**config.mk**
```make
export PLATFORM = sky130hd
export DESIGN_NAME = gregorian_date_add_days_flat
export DESIGN_NICKNAME = d
export VERILOG_FILES = /design/src/hdl/gda_pkg.sv /design/src/hdl/gda_if.sv /design/src/hdl/gda_ctrl.sv /design/src/hdl/gda_dp.sv /design/src/hdl/gregorian_date_add_days.sv /design/src/flat_wrapper.sv
export SDC_FILE = /design/constraint.sdc
export NUM_CORES = 1
export LEC_CHECK = 0
export BUFFER_PORTS_ARGS = -buffer_cell sky130_fd_sc_hd__buf_4
export CORE_UTILIZATION = 58
export CTS_CLUSTER_SIZE = 8
export DETAILED_ROUTE_END_ITERATION = 16
export HOLD_SLACK_MARGIN = 0.06
export PLACE_DENSITY_LB_ADDON = 0.25
export SYNTH_ARGS = -nofsm -noshare
export SYNTH_HDL_FRONTEND = slang
export SYNTH_HIERARCHICAL = 1
export SYNTH_SLANG_ARGS = --single-unit
```
**constraint.sdc**
```tcl
create_clock -name clk -period 7.2 [get_ports clk]
set_input_delay 0.36 -clock clk [delete_from_list [all_inputs] [get_ports clk]]
set_output_delay 0.36 -clock clk [all_outputs]
set_load 0.1 [all_outputs]
```
**src/hdl/gda_pkg.sv**
```systemverilog
// Shared types, widths and calendar constants for the Gregorian date adder.
// Depends on nothing; every other file takes it by scoped names.

package gda_pkg;

    localparam int MONTH_W = 4;
    localparam int DAY_W   = 5;
    localparam int YEAR_W  = 14;
    localparam int END_W   = 9;
    localparam int CFG_IDX_W  = 2;
    localparam int CFG_DATA_W = 14;

    // y / 25 == (y * RECIP_25) >> RECIP_SHIFT for every 14-bit y
    localparam int RECIP_W     = 13;
    localparam int RECIP_SHIFT = 17;
    localparam logic [RECIP_W-1:0] RECIP_25 = 13'd5243;
    localparam int QUOT_W = 10;
    localparam int REM_W  = 5;
    localparam logic [REM_W-1:0] REM_LAST = 5'd24;

    localparam logic [YEAR_W-1:0]  YEAR_MAX  = 14'h3FFF;
    localparam logic [MONTH_W-1:0] MONTH_MAX = 4'd12;
    localparam logic [END_W-1:0]   LEN_COMMON = 9'd365;
    localparam logic [END_W-1:0]   LEN_LEAP   = 9'd366;

    localparam logic [MONTH_W-1:0] RESET_MONTH = 4'd1;
    localparam logic [DAY_W-1:0]   RESET_DAY   = 5'd1;
    localparam logic [YEAR_W-1:0]  RESET_YEAR  = 14'd2000;

    typedef enum logic [CFG_IDX_W-1:0] {
        CFG_START_MONTH = 2'd0,
        CFG_START_DAY   = 2'd1,
        CFG_START_YEAR  = 2'd2
    } cfg_idx_t;

    typedef logic [END_W-1:0] ends_t [13];

    localparam ends_t COMMON_ENDS = '{9'd0, 9'd31, 9'd59, 9'd90, 9'd120, 9'd151, 9'd181,
                                      9'd212, 9'd243, 9'd273, 9'd304, 9'd334, 9'd365};
    localparam ends_t LEAP_ENDS   = '{9'd0, 9'd31, 9'd60, 9'd91, 9'd121, 9'd152, 9'd182,
                                      9'd213, 9'd244, 9'd274, 9'd305, 9'd335, 9'd366};

    // Controller to datapath
    typedef struct packed {
        logic load;       // capture offset and start date
        logic div_step;   // year / 25
        logic rem_step;   // year mod 25
        logic doy;        // day of year plus offset
        logic year_step;  // remove one year
        logic emit;       // month search, load result register
    } cmd_t;

    // Datapath to controller
    typedef struct packed {
        logic year_done;  // running count fits in current year
    } sts_t;

    // Leap when divisible by 4, except centuries not divisible by 400.
    // Century test: year mod 25 == 0 together with year mod 4 == 0.
    function automatic logic is_leap(input logic [3:0] year_lo, input logic [REM_W-1:0] rem25);
        logic by4;
        by4 = (year_lo[1:0] == 2'b00);
        return by4 && ((rem25 != '0) || (year_lo == 4'b0000));
    endfunction

    function automatic logic [END_W-1:0] month_end(input logic leap, input logic [3:0] idx);
        logic [END_W-1:0] val;
        val = '0;
        if (idx <= 4'd12)
            val = leap ? LEAP_ENDS[idx] : COMMON_ENDS[idx];
        return val;
    endfunction

endpackage

```
**src/hdl/gda_if.sv**
```systemverilog
// Handshake channel interfaces for the Gregorian date adder.
// Depends on gda_pkg for field widths.

interface gda_in_if #(
    parameter int OFFSET_BITS = 20
);
    logic                   valid;
    logic                   ready;
    logic [OFFSET_BITS-1:0] day_offset;

    modport source (output valid, output day_offset, input ready);
    modport sink   (input valid, input day_offset, output ready);
endinterface

interface gda_out_if;
    logic                          valid;
    logic                          ready;
    logic [gda_pkg::MONTH_W-1:0]   result_month;
    logic [gda_pkg::DAY_W-1:0]     result_day;
    logic [gda_pkg::YEAR_W-1:0]    result_year;

    modport source (output valid, output result_month, output result_day,
                    output result_year, input ready);
    modport sink   (input valid, input result_month, input result_day,
                    input result_year, output ready);
endinterface

```
**src/hdl/gda_ctrl.sv**
```systemverilog
// Sequencer for the Gregorian date adder: issues datapath commands, owns the
// handshake flags. Depends on gda_pkg.

module gda_ctrl (
    input  logic            clk,
    input  logic            rst_n,
    input  logic            in_valid,
    output logic            in_ready,
    output logic            out_valid,
    input  logic            out_ready,
    output gda_pkg::cmd_t   cmd,
    input  gda_pkg::sts_t   sts
);

    typedef enum logic [5:0] {
        ST_IDLE  = 6'b000001,
        ST_DIV   = 6'b000010,
        ST_REM   = 6'b000100,
        ST_DOY   = 6'b001000,
        ST_YEAR  = 6'b010000,
        ST_MONTH = 6'b100000
    } state_t;

    state_t state_reg, state_next;
    logic   out_valid_reg, out_valid_next;

    always_comb
    begin
        state_next     = state_reg;
        cmd            = '0;
        in_ready       = 1'b0;
        out_valid_next = out_valid_reg && !out_ready;
        unique case (state_reg)
            ST_IDLE:
            begin
                in_ready = 1'b1;
                if (in_valid)
                begin
                    cmd.load   = 1'b1;
                    state_next = ST_DIV;
                end
            end
            ST_DIV:
            begin
                cmd.div_step = 1'b1;
                state_next   = ST_REM;
            end
            ST_REM:
            begin
                cmd.rem_step = 1'b1;
                state_next   = ST_DOY;
            end
            ST_DOY:
            begin
                cmd.doy    = 1'b1;
                state_next = ST_YEAR;
            end
            ST_YEAR:
            begin
                if (sts.year_done)
                    state_next = ST_MONTH;
                else
                    cmd.year_step = 1'b1;
            end
            ST_MONTH:
            begin
                // wait for the result register to drain
                if (!out_valid_reg || out_ready)
                begin
                    cmd.emit       = 1'b1;
                    out_valid_next = 1'b1;
                    state_next     = ST_IDLE;
                end
            end
            default:
            begin
                state_next = ST_IDLE;
            end
        endcase
    end

    always_ff @(posedge clk or negedge rst_n)
    begin
        if (!rst_n)
        begin
            state_reg     <= ST_IDLE;
            out_valid_reg <= 1'b0;
        end
        else
        begin
            state_reg     <= state_next;
            out_valid_reg <= out_valid_next;
        end
    end

    assign out_valid = out_valid_reg;

endmodule

```
**src/hdl/gda_dp.sv**
```systemverilog
// Datapath for the Gregorian date adder: start-date registers, year counter
// with mod-25 tracking, day count, month search and result register.
// Depends on gda_pkg.

module gda_dp #(
    parameter int OFFSET_BITS = 20
) (
    input  logic                              clk,
    input  logic                              rst_n,
    input  logic                              cfg_we,
    input  logic [gda_pkg::CFG_IDX_W-1:0]     cfg_index,
    input  logic [gda_pkg::CFG_DATA_W-1:0]    cfg_wdata,
    input  logic [OFFSET_BITS-1:0]            day_offset,
    input  gda_pkg::cmd_t                     cmd,
    output gda_pkg::sts_t                     sts,
    output logic [gda_pkg::MONTH_W-1:0]       result_month,
    output logic [gda_pkg::DAY_W-1:0]         result_day,
    output logic [gda_pkg::YEAR_W-1:0]        result_year
);

    localparam int LEFT_W = OFFSET_BITS + 1;
    localparam int PROD_W = gda_pkg::YEAR_W + gda_pkg::RECIP_W;

    // configuration
    logic [gda_pkg::MONTH_W-1:0] start_month_reg;
    logic [gda_pkg::DAY_W-1:0]   start_day_reg;
    logic [gda_pkg::YEAR_W-1:0]  start_year_reg;

    // working registers
    logic [OFFSET_BITS-1:0]       offset_reg;
    logic [3:0]                   mon_idx_reg;
    logic [gda_pkg::DAY_W-1:0]    day_reg;
    logic [gda_pkg::YEAR_W-1:0]   year_reg;
    logic [gda_pkg::QUOT_W-1:0]   quot_reg;
    logic [gda_pkg::REM_W-1:0]    rem25_reg;
    logic [LEFT_W-1:0]            left_reg;
    logic [gda_pkg::MONTH_W-1:0]  res_month_reg;
    logic [gda_pkg::DAY_W-1:0]    res_day_reg;
    logic [gda_pkg::YEAR_W-1:0]   res_year_reg;

    logic [3:0]                   mon_idx_next;
    logic [gda_pkg::DAY_W-1:0]    day_next;
    logic [PROD_W-1:0]            prod;
    logic [gda_pkg::YEAR_W:0]     quot_x25;
    logic [gda_pkg::YEAR_W:0]     rem_full;
    logic                         leap;
    logic [gda_pkg::END_W-1:0]    year_len;
    logic [gda_pkg::END_W-1:0]    doy_base;
    logic [3:0]                   sel_mon;
    logic [gda_pkg::END_W-1:0]    prev_end;
    logic [LEFT_W-1:0]            day_full;
    logic [gda_pkg::REM_W-1:0]    rem25_inc;

    always_ff @(posedge clk or negedge rst_n)
    begin
        if (!rst_n)
        begin
            start_month_reg <= gda_pkg::RESET_MONTH;
            start_day_reg   <= gda_pkg::RESET_DAY;
            start_year_reg  <= gda_pkg::RESET_YEAR;
        end
        else if (cfg_we)
        begin
            unique case (cfg_index)
                gda_pkg::CFG_START_MONTH: start_month_reg <= cfg_wdata[gda_pkg::MONTH_W-1:0];
                gda_pkg::CFG_START_DAY:   start_day_reg   <= cfg_wdata[gda_pkg::DAY_W-1:0];
                gda_pkg::CFG_START_YEAR:  start_year_reg  <= cfg_wdata[gda_pkg::YEAR_W-1:0];
                default: ;
            endcase
        end
    end

    // clamp month to 1..12 (kept as 0..11), day zero reads as 1
    always_comb
    begin
        if (start_month_reg == '0)
            mon_idx_next = 4'd0;
        else if (start_month_reg > gda_pkg::MONTH_MAX)
            mon_idx_next = 4'd11;
        else
            mon_idx_next = start_month_reg - 4'd1;
        day_next = (start_day_reg == '0) ? gda_pkg::DAY_W'(1) : start_day_reg;
    end

    assign prod     = PROD_W'(year_reg) * PROD_W'(gda_pkg::RECIP_25);
    assign quot_x25 = {1'b0, quot_reg, 4'b0} + {2'b0, quot_reg, 3'b0} + {5'b0, quot_reg};
    assign rem_full = {1'b0, year_reg} - quot_x25;

    assign leap      = gda_pkg::is_leap(year_reg[3:0], rem25_reg);
    assign year_len  = leap ? gda_pkg::LEN_LEAP : gda_pkg::LEN_COMMON;
    assign doy_base  = gda_pkg::month_end(leap, mon_idx_reg);
    assign sts.year_done = (left_reg <= LEFT_W'(year_len));
    assign rem25_inc = (rem25_reg == gda_pkg::REM_LAST) ? '0 : rem25_reg + 1'b1;

    // month = first month whose end is not below the count
    always_comb
    begin
        sel_mon = 4'd1;
        for (int i = 1; i < 12; i++)
        begin
            if (LEFT_W'(gda_pkg::month_end(leap, 4'(i))) < left_reg)
                sel_mon = 4'(i + 1);
        end
        prev_end = gda_pkg::month_end(leap, sel_mon - 4'd1);
        day_full = left_reg - LEFT_W'(prev_end);
    end

    always_ff @(posedge clk)
    begin
        if (cmd.load)
        begin
            offset_reg  <= day_offset;
            mon_idx_reg <= mon_idx_next;
            day_reg     <= day_next;
            year_reg    <= start_year_reg;
        end
        if (cmd.div_step)
            quot_reg <= prod[PROD_W-1:gda_pkg::RECIP_SHIFT];
        if (cmd.rem_step)
            rem25_reg <= rem_full[gda_pkg::REM_W-1:0];
        if (cmd.doy)
            left_reg <= LEFT_W'(doy_base) + LEFT_W'(day_reg) + LEFT_W'(offset_reg);
        if (cmd.year_step)
        begin
            left_reg  <= left_reg - LEFT_W'(year_len);
            year_reg  <= year_reg + 1'b1;
            // counter wraps to year zero, which is a multiple of 25
            rem25_reg <= (year_reg == gda_pkg::YEAR_MAX) ? '0 : rem25_inc;
        end
        if (cmd.emit)
        begin
            res_month_reg <= sel_mon;
            res_day_reg   <= day_full[gda_pkg::DAY_W-1:0];
            res_year_reg  <= year_reg;
        end
    end

    assign result_month = res_month_reg;
    assign result_day   = res_day_reg;
    assign result_year  = res_year_reg;

endmodule

```
**src/hdl/gregorian_date_add_days.sv**
```systemverilog
// Top level of the Gregorian date adder: controller plus datapath.
// Depends on gda_pkg, gda_if, gda_ctrl and gda_dp.
//
//   channel     dir  payload                                     handshake
//   offset_ch   in   day_offset[OFFSET_BITS-1:0]                 valid/ready
//   date_ch     out  result_month[3:0] result_day[4:0]           valid/ready
//                    result_year[13:0]
//   cfg_*       in   cfg_index[1:0] cfg_wdata[13:0]              cfg_we, no back-pressure
//
// Sequence: an offset accepted in idle goes through three setup steps (year/25, year mod
// 25, day of year), then the year loop, which makes one 365/366 subtraction per cycle until
// the count fits the current year, once for each of the N whole years crossed (roughly
// offset/365, up to about 2900 at 20 bits), and last the month search.
// Reset: start date returns to January 1, 2000; nothing in flight.
// Stalls: the result register holds while date_ch.ready is low; a new offset
// is still taken, and its result waits in the month stage until it drains.

module gregorian_date_add_days #(
    parameter int OFFSET_BITS = 20
) (
    input  logic                            clk,
    input  logic                            rst_n,
    input  logic                            cfg_we,
    input  logic [gda_pkg::CFG_IDX_W-1:0]   cfg_index,
    input  logic [gda_pkg::CFG_DATA_W-1:0]  cfg_wdata,
    gda_in_if.sink                          offset_ch,
    gda_out_if.source                       date_ch
);

    gda_pkg::cmd_t cmd;   // sequencer commands
    gda_pkg::sts_t sts;   // year-loop status
    logic          in_ready;
    logic          out_valid;

    // sequencer: owns the state and the result-valid flag
    gda_ctrl u_ctrl (
        .clk       (clk),
        .rst_n     (rst_n),
        .in_valid  (offset_ch.valid),
        .in_ready  (in_ready),
        .out_valid (out_valid),
        .out_ready (date_ch.ready),
        .cmd       (cmd),
        .sts       (sts)
    );

    // datapath: start date, year counter, day count and result register
    gda_dp #(
        .OFFSET_BITS (OFFSET_BITS)
    ) u_dp (
        .clk          (clk),
        .rst_n        (rst_n),
        .cfg_we       (cfg_we),
        .cfg_index    (cfg_index),
        .cfg_wdata    (cfg_wdata),
        .day_offset   (offset_ch.day_offset),
        .cmd          (cmd),
        .sts          (sts),
        .result_month (date_ch.result_month),
        .result_day   (date_ch.result_day),
        .result_year  (date_ch.result_year)
    );

    assign offset_ch.ready = in_ready;
    assign date_ch.valid   = out_valid;

endmodule

```
**src/flat_wrapper.sv**
```systemverilog
// flat-port wrapper written by rule: the top's interface ports become plain ports
module gregorian_date_add_days_flat 
#(
    parameter int OFFSET_BITS = 20
)
  (clk, rst_n, cfg_we, cfg_index, cfg_wdata, offset_ch_valid, offset_ch_day_offset, offset_ch_ready, date_ch_valid, date_ch_result_month, date_ch_result_day, date_ch_result_year, date_ch_ready);
  gda_in_if #(.OFFSET_BITS(OFFSET_BITS)) offset_ch_i ();
  gda_out_if date_ch_i ();
  input  logic clk;
  input  logic rst_n;
  input  logic cfg_we;
  input  logic [gda_pkg::CFG_IDX_W-1:0] cfg_index;
  input  logic [gda_pkg::CFG_DATA_W-1:0] cfg_wdata;
  input wire logic [$bits(offset_ch_i.valid)-1:0] offset_ch_valid;
  input wire logic [$bits(offset_ch_i.day_offset)-1:0] offset_ch_day_offset;
  output wire logic [$bits(offset_ch_i.ready)-1:0] offset_ch_ready;
  output wire logic [$bits(date_ch_i.valid)-1:0] date_ch_valid;
  output wire logic [$bits(date_ch_i.result_month)-1:0] date_ch_result_month;
  output wire logic [$bits(date_ch_i.result_day)-1:0] date_ch_result_day;
  output wire logic [$bits(date_ch_i.result_year)-1:0] date_ch_result_year;
  input wire logic [$bits(date_ch_i.ready)-1:0] date_ch_ready;
  assign offset_ch_i.valid = offset_ch_valid;
  assign offset_ch_i.day_offset = offset_ch_day_offset;
  assign offset_ch_ready = offset_ch_i.ready;
  assign date_ch_valid = date_ch_i.valid;
  assign date_ch_result_month = date_ch_i.result_month;
  assign date_ch_result_day = date_ch_i.result_day;
  assign date_ch_result_year = date_ch_i.result_year;
  assign date_ch_i.ready = date_ch_ready;
  gregorian_date_add_days #(.OFFSET_BITS(OFFSET_BITS)) u_core (.clk(clk), .rst_n(rst_n), .cfg_we(cfg_we), .cfg_index(cfg_index), .cfg_wdata(cfg_wdata), .offset_ch(offset_ch_i), .date_ch(date_ch_i));
endmodule
```
==> metrics.txt, run 1 <==
# TYPE chip_impl_metric gauge
chip_impl_metric{name="yosys_warnings",unit=""} 6
chip_impl_metric{name="drc",unit=""} 0
chip_impl_metric{name="vias_in_the_first_global_route",unit=""} 7259
chip_impl_metric{name="ant_nets",unit=""} 0
chip_impl_metric{name="maximum_number_of_pins_on_one_net_before_global_route_repair",unit=""} 40
chip_impl_metric{name="route.detailed.vias_per_inst",unit=""} 5.59
chip_impl_metric{name="row_count",unit=""} 49
chip_impl_info{name="worst_r2r_src",value="u_core/u_dp/year_reg[2]"} 1
chip_impl_metric{name="clk-insertion-delay-late",unit="ps"} 410
chip_impl_metric{name="synth_simple_gate_area_share",unit="%"} 10.9
chip_impl_metric{name="area_fraction_in_compound_gates_after_synthesis",unit="%"} 10.4
chip_impl_info{name="yosys_most_used_dff",value="sky130_fd_sc_hd__edfxtp_1"} 1
chip_impl_info{name="cp-start-kind",value="register"} 1
chip_impl_metric{name="synth_async_sr_flop_share",unit="%"} 23.6
chip_impl_metric{name="floorplan.initialDensity",unit="%"} 59.4
chip_impl_metric{name="tritoncts_buffers",unit=""} 17
chip_impl_metric{name="number_of_antenna_violations_at_the_first_check_in_global_routing",unit=""} 0
chip_impl_metric{name="nFillCells",unit=""} 1413
chip_impl_metric{name="worst_pin_slew",unit="ps"} 918
chip_impl_info{name="synth_top_cell_by_area",value="sky130_fd_sc_hd__edfxtp_1"} 1
chip_impl_metric{name="post_synth_instance_area",unit="um^2"} 10700
chip_impl_metric{name="dieHeight",unit="um"} 138
chip_impl_info{name="synth_top_family_by_area",value="adder cells"} 1
chip_impl_metric{name="yosys_register_bits",unit=""} 127
chip_impl_info{name="path_class",value="reg2reg"} 1
chip_impl_info{name="most_numerous_cell_types_in_the_synthesized_netlist",value="sky130_fd_sc_hd__inv_1, sky130_fd_sc_hd__ha_1, sky130_fd_sc_hd__edfxtp_1"} 1
chip_impl_metric{name="post-synth-top-area-fraction",unit="%"} 27.2
chip_impl_metric{name="wire_length_of_the_first_global_routing_pass",unit="um"} 36000
chip_impl_metric{name="synth-edff-count",unit=""} 97
chip_impl_metric{name="sinks_on_clock_net",unit=""} 127
chip_impl_metric{name="fin_crit_sh",unit="%"} 86.8
chip_impl_metric{name="dr_total_vias",unit=""} 7311
chip_impl_metric{name="min_period",unit="ps"} 6250
chip_impl_info{name="cp-end-kind",value="register"} 1
chip_impl_info{name="rsz0062_at_grt",value="no"} 1
chip_impl_metric{name="multi_input_area",unit="um^2"} 6340
chip_impl_metric{name="globalRouteTotalUtil",unit="%"} 24.9
chip_impl_metric{name="cts_hold_buffers",unit=""} 1
chip_impl_metric{name="detailedPlace.worstSlack",unit="ps"} 1020
chip_impl_metric{name="die-width",unit="um"} 138
chip_impl_metric{name="buffers_on_ports",unit=""} 65
chip_impl_metric{name="timing.final.ws_setup",unit="ps"} 950
chip_impl_metric{name="clock_tree.htree_level_count",unit=""} 4
chip_impl_metric{name="postSynthCellCount",unit=""} 1004
chip_impl_metric{name="synthDistinctLibCells",unit=""} 77
chip_impl_metric{name="post_synth_net_total",unit=""} 1249
chip_impl_metric{name="average_wire_per_cell_in_the_routed_design",unit="um"} 16.7
chip_impl_metric{name="detail_route.wirelength",unit="um"} 21800
chip_impl_metric{name="detail_route.iter0.violations",unit=""} 529
chip_impl_metric{name="fmax",unit="MHz"} 160
chip_impl_metric{name="cap_violations",unit=""} 0
chip_impl_info{name="worstHoldPathType",value="in2reg"} 1
chip_impl_info{name="min-delay-start",value="offset_ch_day_offset[12]"} 1
chip_impl_metric{name="worst_hold_slack",unit="ps"} 120
chip_impl_metric{name="clkTransAtPathRegs",unit="ps"} 60
chip_impl_metric{name="slew_margin_rel",unit="%"} 38.6
chip_impl_info{name="synth.top_cells.by_area",value="sky130_fd_sc_hd__edfxtp_1, sky130_fd_sc_hd__ha_1, sky130_fd_sc_hd__fa_1, sky130_fd_sc_hd__inv_1, sky130_fd_sc_hd__dfrtp_1"} 1
chip_impl_metric{name="setup_tns",unit="ps"} 0
chip_impl_metric{name="gp_routability_congestion",unit=""} 0.892
chip_impl_info{name="most_frequent_cell_after_synthesis",value="sky130_fd_sc_hd__inv_1"} 1
chip_impl_metric{name="synth-xor-area-share",unit="%"} 5.64
chip_impl_metric{name="die_outline_area",unit="um^2"} 19000
chip_impl_metric{name="hold_viol",unit=""} 0
chip_impl_metric{name="final_layout_net_count",unit=""} 1311
chip_impl_metric{name="grt-ovfl-total",unit=""} 0
chip_impl_metric{name="regArea",unit="um^2"} 3670
chip_impl_metric{name="timing.critical_path.required",unit="ps"} 7360
chip_impl_metric{name="largest_reg_flops",unit=""} 21
chip_impl_metric{name="antenna-diode-count",unit=""} 0
chip_impl_metric{name="setup_viol",unit=""} 0
chip_impl_metric{name="timing.clock.skew",unit="ps"} 8.42
chip_impl_metric{name="post_cts_buffers",unit=""} 0
chip_impl_metric{name="cp_max_fo",unit=""} 19
chip_impl_info{name="clock-root-buffer",value="sky130_fd_sc_hd__clkbuf_16"} 1
chip_impl_metric{name="synth.area.mux_share",unit="%"} 3.26
chip_impl_metric{name="adder_cell_area_share_of_the_yosys_netlist",unit="%"} 28.8
chip_impl_info{name="critical_path_startpoint",value="u_core/u_dp/year_reg[2]"} 1
chip_impl_metric{name="detailed_place_hpwl",unit="um"} 16700
chip_impl_metric{name="postSynthAreaPerCell",unit="um^2"} 10.7
chip_impl_metric{name="worst_ep_arrival_time",unit="ps"} 6410
chip_impl_metric{name="design.core.area",unit="um^2"} 18000
chip_impl_metric{name="drive_above_1_share",unit="%"} 15.4
chip_impl_metric{name="synth_seq_area_share",unit="%"} 34.3
chip_impl_metric{name="cts-resized-gates",unit=""} 0
chip_impl_metric{name="final_max_slew_viol_count",unit=""} 0
chip_impl_info{name="cts_tree",value="done"} 1
chip_impl_metric{name="io-pin-count",unit=""} 66
chip_impl_info{name="status",value="finished clean"} 1
chip_impl_metric{name="layout_area_overhead",unit="%"} 12.2
chip_impl_metric{name="drt_first_pass_iters",unit=""} 5
chip_impl_metric{name="clockBufferDepth",unit=""} 2
==> cells in the final DEF, fill, tap and decap left out, drive strengths merged, types with 8 or more instances in the layout <==
master / netlist / layout
xor2: 18 / 18
o211ai: 10 / 10
o21ai: 39 / 39
dfrtp: 21 / 21
nor2: 51 / 51
buf: 8 / 71
xnor2: 51 / 51
inv: 158 / 166
mux2i: 9 / 9
ha: 133 / 133
nor4: 13 / 13
mux2: 23 / 23
nand2: 57 / 57
dfstp: 9 / 9
clkbuf: 21 / 19
nand3: 18 / 18
nand2b: 12 / 12
fa: 71 / 71
a21oi: 46 / 46
edfxtp: 97 / 97
nor3: 12 / 12
and3: 8 / 8
==> layer usage <==
metal | vias up | global-route usage, % | part of all wire (%)
met1 | 3512 | 36.3 | 49
met5 | - | 0 | 0
met2 | 194 | 38.3 | 45
met3 | 24 | 3.98 | 4.2
met4 | 0 | 7.55 | 1.4
li1 | 3581 | - | -
==> cell families after synthesis <==
kind of cell / after synthesis
and+or+nand+nor: 218
DFF: 127
muxes: 32
buffers and inverters: 187
AOI/OAI and AO/OA: 167
xor gates and xnor gates: 69
adders and majority gates: 204
==> worst max-delay path, cell delays in order, from the launching register on <==
cell	delay [ps]
sky130_fd_sc_hd__edfxtp_1	510
sky130_fd_sc_hd__inv_1	210
sky130_fd_sc_hd__ha_1	270
sky130_fd_sc_hd__o41ai_4	350
sky130_fd_sc_hd__buf_4	310
sky130_fd_sc_hd__inv_1	100
sky130_fd_sc_hd__buf_4	210
sky130_fd_sc_hd__ha_1	210
sky130_fd_sc_hd__nand2b_1	170
sky130_fd_sc_hd__a2111o_1	420
sky130_fd_sc_hd__nand3_1	200
sky130_fd_sc_hd__o32ai_1	180
sky130_fd_sc_hd__a22o_1	250
sky130_fd_sc_hd__nor2_2	240
sky130_fd_sc_hd__inv_1	80
sky130_fd_sc_hd__ha_1	200
sky130_fd_sc_hd__inv_1	70
sky130_fd_sc_hd__ha_1	240
sky130_fd_sc_hd__inv_1	90
sky130_fd_sc_hd__or3_1	420
sky130_fd_sc_hd__o21a_1	130
sky130_fd_sc_hd__ha_1	200
sky130_fd_sc_hd__fa_1	400
sky130_fd_sc_hd__inv_1	70
sky130_fd_sc_hd__a21o_1	110
sky130_fd_sc_hd__a21oi_1	70
sky130_fd_sc_hd__xnor2_1	140
sky130_fd_sc_hd__xnor2_1	140
==> final cells by class <==
cell class	instances	share of cell area, %
Clock inverter	13	1.02
Tap cell	229	2.38
Sequential cell	127	30.6
Multi-Input combinational cell	690	52.8
Clock buffer	19	3.78
Inverter	158	4.93
Timing Repair Buffer	72	4.52
==> path summary, 6_finish.rpt <==
kind	cells after the start	slack, ps	endpoint
worst max-delay path	27	950	u_core/u_dp/result_day[4]
worst min-delay path	1	120	u_core/u_dp/offset_reg[12]
worst max register to register	27	950	u_core/u_dp/result_day[4]
worst min register to register	0	480	u_core/u_dp/day_reg[3]
max in group asynchronous	2	6460	u_core/u_ctrl/state_reg[0]
min in group asynchronous	2	410	u_core/u_dp/start_day_reg[3]
==> stage by stage <==
stage,cell area (um^2),instances,utilization (%)
after floorplan,10700,1004,-
after global placement,11400,1275,63.4
after detailed placement,11400,1275,63.4
after CTS,12000,1308,66.7
after global routing,12000,1308,66.7
final,12000,1308,66.7
Power of run 1 is not shown: default switching activity piles up to over one toggle a cycle in this logic, so the estimate is an artifact.
==> run 2: changes to the inputs <==
--- a/config.mk
+++ b/config.mk
@@ -6,12 +6,11 @@
 export NUM_CORES = 1
 export LEC_CHECK = 0
 export BUFFER_PORTS_ARGS = -buffer_cell sky130_fd_sc_hd__buf_4
-export CORE_UTILIZATION = 58
+export CORE_UTILIZATION = 25
 export CTS_CLUSTER_SIZE = 8
 export DETAILED_ROUTE_END_ITERATION = 16
 export HOLD_SLACK_MARGIN = 0.06
 export PLACE_DENSITY_LB_ADDON = 0.25
 export SYNTH_ARGS = -nofsm -noshare
 export SYNTH_HDL_FRONTEND = slang
-export SYNTH_HIERARCHICAL = 1
 export SYNTH_SLANG_ARGS = --single-unit
==> run 2 against run 1 <==
- register-to-register slack got worse by 140 ps
- critical path depth shrank 4
- cell area rose by 2.4%
- synthesized cell count is 2.1% lower
- final cell count rose by 22%
- count of clock-buffer cells in the layout down 1
- critical path type unchanged
==> metrics.txt, run 2 <==
# TYPE chip_impl_metric gauge
chip_impl_info{name="status",value="finished clean"} 1
chip_impl_metric{name="detail_route.iter0.violations",unit=""} 420
chip_impl_metric{name="global_route.usage.met2",unit="%"} 17.3
chip_impl_metric{name="fmax",unit="MHz"} 156
chip_impl_info{name="crit_path_cell_chain",value="inv_1 -> ha_1 -> o41ai_2 -> buf_4 -> inv_1 -> ha_1 -> or3_1 -> a221oi_1 -> o311a_1 -> or2_1 -> inv_1 -> ha_1 -> xnor2_1 -> nor2_1 -> or3_1 -> a211oi_1 -> ha_1 -> fa_1 -> inv_1 -> a21o_1 -> a21oi_1 -> xnor2_1 -> xnor2_1"} 1
chip_impl_metric{name="row_count",unit=""} 75
chip_impl_info{name="clock-root-buffer",value="sky130_fd_sc_hd__clkbuf_16"} 1
chip_impl_metric{name="gr-usage-met1",unit="%"} 18.0
chip_impl_metric{name="route.detailed.vias_per_inst",unit=""} 4.45
chip_impl_info{name="cts_tree",value="done"} 1
chip_impl_metric{name="drc",unit=""} 0
chip_impl_info{name="holdPathEnd",value="u_core.u_dp.offset_reg[14]"} 1
chip_impl_metric{name="final_layout_net_count",unit=""} 1284
chip_impl_metric{name="largest_reg_flops",unit=""} 21
chip_impl_metric{name="setup_tns",unit="ps"} 0
chip_impl_metric{name="critical_path.n_buffers_inverters",unit=""} 5
chip_impl_metric{name="ant_nets",unit=""} 0
chip_impl_metric{name="yosys_warnings",unit=""} 0
chip_impl_metric{name="detailed_place_hpwl",unit="um"} 19500
chip_impl_metric{name="drt_first_pass_iters",unit=""} 5
chip_impl_metric{name="gp_routability_congestion",unit=""} 0.843
chip_impl_metric{name="min_period",unit="ps"} 6390
chip_impl_metric{name="hold_viol",unit=""} 0
chip_impl_info{name="cp_top_family",value="compound AO/OA/AOI/OAI gates"} 1
chip_impl_info{name="synth_top_cell_by_area",value="sky130_fd_sc_hd__edfxtp_1"} 1
chip_impl_metric{name="postSynthCellCount",unit=""} 983
chip_impl_metric{name="drive_above_1_share",unit="%"} 13.7
chip_impl_metric{name="dr_total_vias",unit=""} 7092
chip_impl_metric{name="post_synth_net_total",unit=""} 1224
chip_impl_metric{name="worst_path_largest_cell_delay",unit="ps"} 560
chip_impl_metric{name="post-synth-top-area-fraction",unit="%"} 27.5
chip_impl_info{name="cp-end-kind",value="register"} 1
chip_impl_info{name="most_numerous_cell_types_in_the_synthesized_netlist",value="sky130_fd_sc_hd__inv_1, sky130_fd_sc_hd__ha_1, sky130_fd_sc_hd__edfxtp_1"} 1
chip_impl_metric{name="io-pin-count",unit=""} 66
chip_impl_metric{name="buffers_on_ports",unit=""} 65
chip_impl_metric{name="clockBufferDepth",unit=""} 2
chip_impl_metric{name="synth-edff-count",unit=""} 97
chip_impl_metric{name="detail_route.wirelength",unit="um"} 24700
chip_impl_metric{name="reg2reg_setup_slack",unit="ps"} 810
chip_impl_info{name="critPathSlowestCell",value="sky130_fd_sc_hd__xnor2_1"} 1
chip_impl_metric{name="worstRegToRegCells",unit=""} 23
chip_impl_metric{name="synth_async_sr_flop_share",unit="%"} 23.6
chip_impl_metric{name="final_max_slew_viol_count",unit=""} 0
chip_impl_metric{name="cap_violations",unit=""} 0
chip_impl_metric{name="tritoncts_buffers",unit=""} 17
chip_impl_info{name="worstHoldPathType",value="in2reg"} 1
chip_impl_metric{name="sinks_on_clock_net",unit=""} 127
chip_impl_metric{name="regArea",unit="um^2"} 3670
chip_impl_metric{name="clk-insertion-delay-late",unit="ps"} 450
chip_impl_info{name="min-delay-start",value="offset_ch_day_offset[14]"} 1
chip_impl_metric{name="slew_margin_rel",unit="%"} 24.8
chip_impl_metric{name="average_wire_per_cell_in_the_routed_design",unit="um"} 15.5
chip_impl_metric{name="synthDistinctLibCells",unit=""} 68
chip_impl_metric{name="worst_pin_slew",unit="ps"} 1130
chip_impl_metric{name="die-width",unit="um"} 208
chip_impl_metric{name="multi_input_area",unit="um^2"} 6230
chip_impl_metric{name="clock_tree.htree_level_count",unit=""} 4
chip_impl_metric{name="design.core.area",unit="um^2"} 41900
chip_impl_metric{name="setup_viol",unit=""} 0
chip_impl_metric{name="cp_max_fo",unit=""} 16
chip_impl_metric{name="globalRouteTotalUtil",unit="%"} 12.0
chip_impl_metric{name="number_of_antenna_violations_at_the_first_check_in_global_routing",unit=""} 0
chip_impl_info{name="r2r_end",value="u_core.u_dp.result_day[4]"} 1
chip_impl_metric{name="layout_area_overhead",unit="%"} 16.3
chip_impl_metric{name="timing.clock.skew",unit="ps"} 17.1
chip_impl_metric{name="wire_length_of_the_first_global_routing_pass",unit="um"} 40000
chip_impl_info{name="worst_r2r_src",value="u_core.u_dp.year_reg[3]"} 1
chip_impl_info{name="path_class",value="reg2reg"} 1
chip_impl_info{name="cp-start-kind",value="register"} 1
chip_impl_metric{name="vias_in_the_first_global_route",unit=""} 7137
chip_impl_metric{name="timing.critical_path.required",unit="ps"} 7390
chip_impl_info{name="commonest_non_fill_non_tap_cells_in_the_layout",value="sky130_fd_sc_hd__inv_1, sky130_fd_sc_hd__ha_1, sky130_fd_sc_hd__edfxtp_1"} 1
chip_impl_metric{name="die_outline_area",unit="um^2"} 43200
chip_impl_metric{name="synth_seq_area_share",unit="%"} 34.7
chip_impl_metric{name="worst_ep_arrival_time",unit="ps"} 6580
chip_impl_metric{name="floorplan.initialDensity",unit="%"} 25.3
chip_impl_metric{name="postSynthAreaPerCell",unit="um^2"} 10.8
chip_impl_metric{name="antenna-diode-count",unit=""} 0
chip_impl_metric{name="clkTransAtPathRegs",unit="ps"} 60
chip_impl_info{name="mostFrequentLayoutCell",value="sky130_fd_sc_hd__inv_1"} 1
chip_impl_info{name="most_frequent_cell_after_synthesis",value="sky130_fd_sc_hd__inv_1"} 1
chip_impl_metric{name="post_synth_instance_area",unit="um^2"} 10600
chip_impl_info{name="gr-max-usage-layer",value="met1"} 1
chip_impl_metric{name="gr-usage-met3",unit="%"} 2.34
chip_impl_metric{name="hold_path_depth",unit=""} 1
chip_impl_metric{name="grt-ovfl-total",unit=""} 0
chip_impl_metric{name="fin_crit_sh",unit="%"} 88.8
chip_impl_info{name="yosys_most_used_dff",value="sky130_fd_sc_hd__edfxtp_1"} 1
chip_impl_metric{name="dieHeight",unit="um"} 208
chip_impl_info{name="rsz0062_at_grt",value="no"} 1
chip_impl_metric{name="maximum_number_of_pins_on_one_net_before_global_route_repair",unit=""} 74
chip_impl_info{name="synth.top_cells.by_area",value="sky130_fd_sc_hd__edfxtp_1, sky130_fd_sc_hd__ha_1, sky130_fd_sc_hd__fa_1, sky130_fd_sc_hd__inv_1, sky130_fd_sc_hd__dfrtp_1"} 1
chip_impl_metric{name="nFillCells",unit=""} 4393
chip_impl_metric{name="yosys_register_bits",unit=""} 127
run 2: cell types whose count changed in the layout (fill, tap and decap cells not counted), sizes merged, moves of 5 or more:
cell,before,now
a21oi,46,36
nand2,57,63
nand3,18,8
nor2,51,29
nor2b,5,13
nor3,12,17
o211ai,10,2
o31ai,3,8
run 2: area by class of cell:
class | count | area share [%]
clock buffer | 18 | 3.57
clock inverter | 14 | 1.44
inverter | 156 | 4.76
multi-input combinational | 672 | 50.6
sequential | 127 | 29.9
tap | 539 | 5.48
timing repair buffer | 69 | 4.25
run 2: cell families after synthesis:
logic type               share of synthesized area (%)
buffers and inverters                             6.71
AND/OR/NAND/NOR                                   10.5
flip-flops                                        34.7
XOR/XNOR                                          5.87
adder cells (fa/ha/maj)                           28.7
multiplexers                                      3.59
AO/OA/AOI/OAI                                     9.95
run 2: per-stage QoR:
stage                     setup slack, ps  cell area (um^2)  hold slack [ps]  instances  utilization [%]
after CTS                             815             12300             65.8       1595             29.4
after detailed placement              866             11700              323       1561             27.9
after global placement                951             11700              319       1561             27.9
final                                 810             12300             94.6       1595             29.4
after global routing                  384             12300             70.7       1595             29.4
after floorplan                      1380             10600             64.4        983                -
run 2: timing repair:
action | in CTS | in global routing
gates resized for setup | 0 | 0
hold endpoints to repair | 22 | 0
buffers inserted | 0 | 0
hold buffers | 2 | 0
run 2: how the worst max path moves through the flow:
| stage | start | endpoint | cells past startpoint |
|---|---|---|---|
| final | u_core.u_dp.year_reg[3] | u_core.u_dp.result_day[4] | 23 |
| after global routing | u_core.u_dp.year_reg[3] | u_core.u_dp.result_day[4] | 23 |
| after CTS | u_core.u_dp.year_reg[3] | u_core.u_dp.result_day[4] | 23 |
| after detailed placement | u_core.u_dp.year_reg[3] | u_core.u_dp.result_day[4] | 23 |
| after global placement | u_core.u_dp.year_reg[3] | u_core.u_dp.result_day[4] | 23 |
| after floorplan | u_core.u_dp.year_reg[3] | u_core.u_dp.result_day[4] | 24 |
run 2: per-layer routing:
layer  vias up  wire, um
met5         -         0
met4         0       270
met3        16       717
met2       117     10400
met1      3432     13300
li1       3527         -
Power of run 2 is left out for the same reason.
==> run 3: changes to the inputs <==
--- a/config.mk
+++ b/config.mk
@@ -7,8 +7,10 @@
 export LEC_CHECK = 0
 export BUFFER_PORTS_ARGS = -buffer_cell sky130_fd_sc_hd__buf_4
 export CORE_UTILIZATION = 25
+export CTS_CLUSTER_DIAMETER = 200
 export CTS_CLUSTER_SIZE = 8
 export DETAILED_ROUTE_END_ITERATION = 16
+export GPL_TIMING_DRIVEN = 0
 export HOLD_SLACK_MARGIN = 0.06
 export PLACE_DENSITY_LB_ADDON = 0.25
 export SYNTH_ARGS = -nofsm -noshare
==> run 3 against run 2 <==
- worst hold slack better by 1.0 ps
- register-to-register slack worse by 140 ps
- cell area up 1.2%
- via count up 2.2%
- clock skew down 3.2 ps
- die area unchanged
- non-clock buffer count up 32
- critical endpoint unchanged
- final cell count up 2.0%
==> metrics.txt, run 3 (same netlist as run 2, synthesis figures left out) <==
# TYPE chip_impl_metric gauge
chip_impl_info{name="cts_tree",value="done"} 1
chip_impl_metric{name="multi_input_area",unit="um^2"} 6230
chip_impl_metric{name="fin_crit_sh",unit="%"} 90.8
chip_impl_metric{name="wire_length_of_the_first_global_routing_pass",unit="um"} 41400
chip_impl_info{name="path_class",value="reg2reg"} 1
chip_impl_metric{name="worst_path_largest_cell_delay",unit="ps"} 560
chip_impl_metric{name="tritoncts_buffers",unit=""} 17
chip_impl_metric{name="post-route-util",unit="%"} 29.8
chip_impl_metric{name="detail_route.iter0.violations",unit=""} 342
chip_impl_metric{name="drc",unit=""} 0
chip_impl_metric{name="floorplan.initialDensity",unit="%"} 25.3
chip_impl_info{name="critPathSlowestCell",value="sky130_fd_sc_hd__o41ai_2"} 1
chip_impl_metric{name="globalRouteTotalUtil",unit="%"} 12.4
chip_impl_metric{name="setup_viol",unit=""} 0
chip_impl_metric{name="clkTransAtPathRegs",unit="ps"} 60
chip_impl_metric{name="die_outline_area",unit="um^2"} 43200
chip_impl_metric{name="instances_no_fill",unit=""} 1627
chip_impl_metric{name="cap_violations",unit=""} 0
chip_impl_metric{name="final_cell_area",unit="um^2"} 12500
chip_impl_info{name="cp-end-kind",value="register"} 1
chip_impl_metric{name="cp_max_fo",unit=""} 14
chip_impl_info{name="commonest_non_fill_non_tap_cells_in_the_layout",value="sky130_fd_sc_hd__inv_1, sky130_fd_sc_hd__ha_1, sky130_fd_sc_hd__edfxtp_1"} 1
chip_impl_metric{name="clock_tree.htree_level_count",unit=""} 4
chip_impl_metric{name="antenna-diode-count",unit=""} 0
chip_impl_metric{name="hold_viol",unit=""} 0
chip_impl_metric{name="worst_ep_arrival_time",unit="ps"} 6710
chip_impl_metric{name="design.core.area",unit="um^2"} 41900
chip_impl_metric{name="route.detailed.vias_per_inst",unit=""} 4.45
chip_impl_metric{name="nFillCells",unit=""} 4400
chip_impl_metric{name="number_of_antenna_violations_at_the_first_check_in_global_routing",unit=""} 1
chip_impl_metric{name="gp_routability_congestion",unit=""} 0.796
chip_impl_metric{name="layout_area_overhead",unit="%"} 17.6
chip_impl_metric{name="detailed_place_hpwl",unit="um"} 20100
chip_impl_metric{name="final_max_slew_viol_count",unit=""} 0
chip_impl_metric{name="sinks_on_clock_net",unit=""} 127
chip_impl_metric{name="vias_in_the_first_global_route",unit=""} 7454
chip_impl_info{name="clock-root-buffer",value="sky130_fd_sc_hd__clkbuf_16"} 1
chip_impl_metric{name="drive_above_1_share",unit="%"} 14.4
chip_impl_info{name="crit_path_cell_chain",value="inv_1 -> ha_1 -> o41ai_2 -> buf_2 -> ha_1 -> nor3b_1 -> or3_1 -> a221oi_1 -> o311a_1 -> or2_1 -> buf_2 -> inv_1 -> ha_1 -> xnor2_2 -> nor2_1 -> or3_1 -> a211oi_1 -> ha_1 -> fa_1 -> inv_1 -> a21o_1 -> a21oi_1 -> xnor2_1 -> xnor2_1"} 1
chip_impl_metric{name="timing.clock.skew",unit="ps"} 13.9
chip_impl_info{name="cp-start-kind",value="register"} 1
chip_impl_metric{name="ant_nets",unit=""} 0
chip_impl_metric{name="dieHeight",unit="um"} 208
chip_impl_metric{name="fmax",unit="MHz"} 153
chip_impl_metric{name="regArea",unit="um^2"} 3670
chip_impl_metric{name="io-pin-count",unit=""} 66
chip_impl_metric{name="drt_first_pass_iters",unit=""} 5
chip_impl_info{name="worstHoldPathType",value="in2reg"} 1
chip_impl_metric{name="worst_pin_slew",unit="ps"} 1090
chip_impl_metric{name="min_period",unit="ps"} 6530
chip_impl_metric{name="worst_hold_slack",unit="ps"} 95.7
chip_impl_info{name="status",value="finished clean"} 1
chip_impl_metric{name="slew_margin_rel",unit="%"} 27.5
chip_impl_metric{name="dp_area",unit="um^2"} 11800
chip_impl_info{name="mostFrequentLayoutCell",value="sky130_fd_sc_hd__inv_1"} 1
chip_impl_metric{name="final_layout_net_count",unit=""} 1316
chip_impl_info{name="rsz0062_at_grt",value="no"} 1
chip_impl_metric{name="clk-insertion-delay-late",unit="ps"} 440
chip_impl_metric{name="dr_total_vias",unit=""} 7248
chip_impl_metric{name="place.detailed.instances",unit=""} 1588
chip_impl_metric{name="average_wire_per_cell_in_the_routed_design",unit="um"} 15.8
chip_impl_metric{name="maximum_number_of_pins_on_one_net_before_global_route_repair",unit=""} 31
chip_impl_info{name="critical-path-top-cell-by-count",value="sky130_fd_sc_hd__ha_1"} 1
chip_impl_metric{name="die-width",unit="um"} 208
chip_impl_metric{name="buffers_on_ports",unit=""} 65
chip_impl_metric{name="row_count",unit=""} 75
chip_impl_metric{name="clockBufferDepth",unit=""} 2
chip_impl_metric{name="timing.critical_path.required",unit="ps"} 7370
chip_impl_metric{name="grt-ovfl-total",unit=""} 0
chip_impl_metric{name="detail_route.wirelength",unit="um"} 25700
chip_impl_metric{name="largest_reg_flops",unit=""} 21
[run 3: cell count changes in the layout (fill, tap and decap cells not counted), sizes merged]
cell,previous run,this run
buf,67,79
clkinv,4,7
dlygate4sd3,2,1
bufinv,3,2
clkbuf,18,39
inv,162,160
[run 3: path summary, 6_finish.rpt]
| check | from | endpoint | slack [ps] | cells after the start |
|---|---|---|---|---|
| worst max-delay path | u_core.u_dp.year_reg[2] | u_core.u_dp.result_day[4] | 670 | 24 |
| worst min-delay path | offset_ch_valid | u_core.u_ctrl.state_reg[0] | 100 | 2 |
| worst min register to register | u_core.u_dp.start_year_reg[0] | u_core.u_dp.start_year_reg[0] | 510 | 1 |
| worst max register to register | u_core.u_dp.year_reg[2] | u_core.u_dp.result_day[4] | 670 | 24 |
| min in group asynchronous | rst_n | u_core.u_dp.start_month_reg[2] | 400 | 2 |
| max in group asynchronous | rst_n | u_core.u_dp.start_year_reg[10] | 6460 | 2 |
[run 3: area by class of cell]
cell class / instances / share of cell area (%)
Multi-Input combinational cell: 672 / 50.0
Sequential cell: 127 / 29.5
Tap cell: 539 / 5.42
Inverter: 156 / 4.70
Timing Repair Buffer: 73 / 4.58
Clock buffer: 18 / 3.53
Clock inverter: 14 / 1.26
Buffer: 28 / 1.01
[run 3: critical path, delay by kind of cell, from the launching register on]
family	cells	cell delay, ps
compound gates	6	1760
fa+ha+maj	5	1340
simple gates	5	1070
buf+inv	5	950
xor+xnor	3	620
flops	1	530
[run 3: timing repair]
item,in CTS,in global routing
hold buffers,1,0
endpoints found under the setup margin,1,2
gates resized for setup,1,4
buffers inserted,0,6
endpoints found under the hold margin,21,0
[run 3: stage by stage]
| step | setup TNS (ps) | setup WS (ps) |
|---|---|---|
| floorplan | 0 | 1380 |
| CTS | 0 | 23.5 |
| finish | 0 | 665 |
| global route | 0 | 96.5 |
| global placement | -172 | -172 |
| detailed placement | -191 | -191 |
[run 3: routing by layer]
metal  global-route usage (%)  vias to the layer above  part of all wire (%)
li1                         -                     3586                     -
met1                     18.2                     3509                    53
met2                     17.8                      127                    41
met3                     2.72                       24                   3.9
met4                     4.04                        2                   1.6
met5                        0                        -                 0.066
Power of run 3 is left out for the same reason.
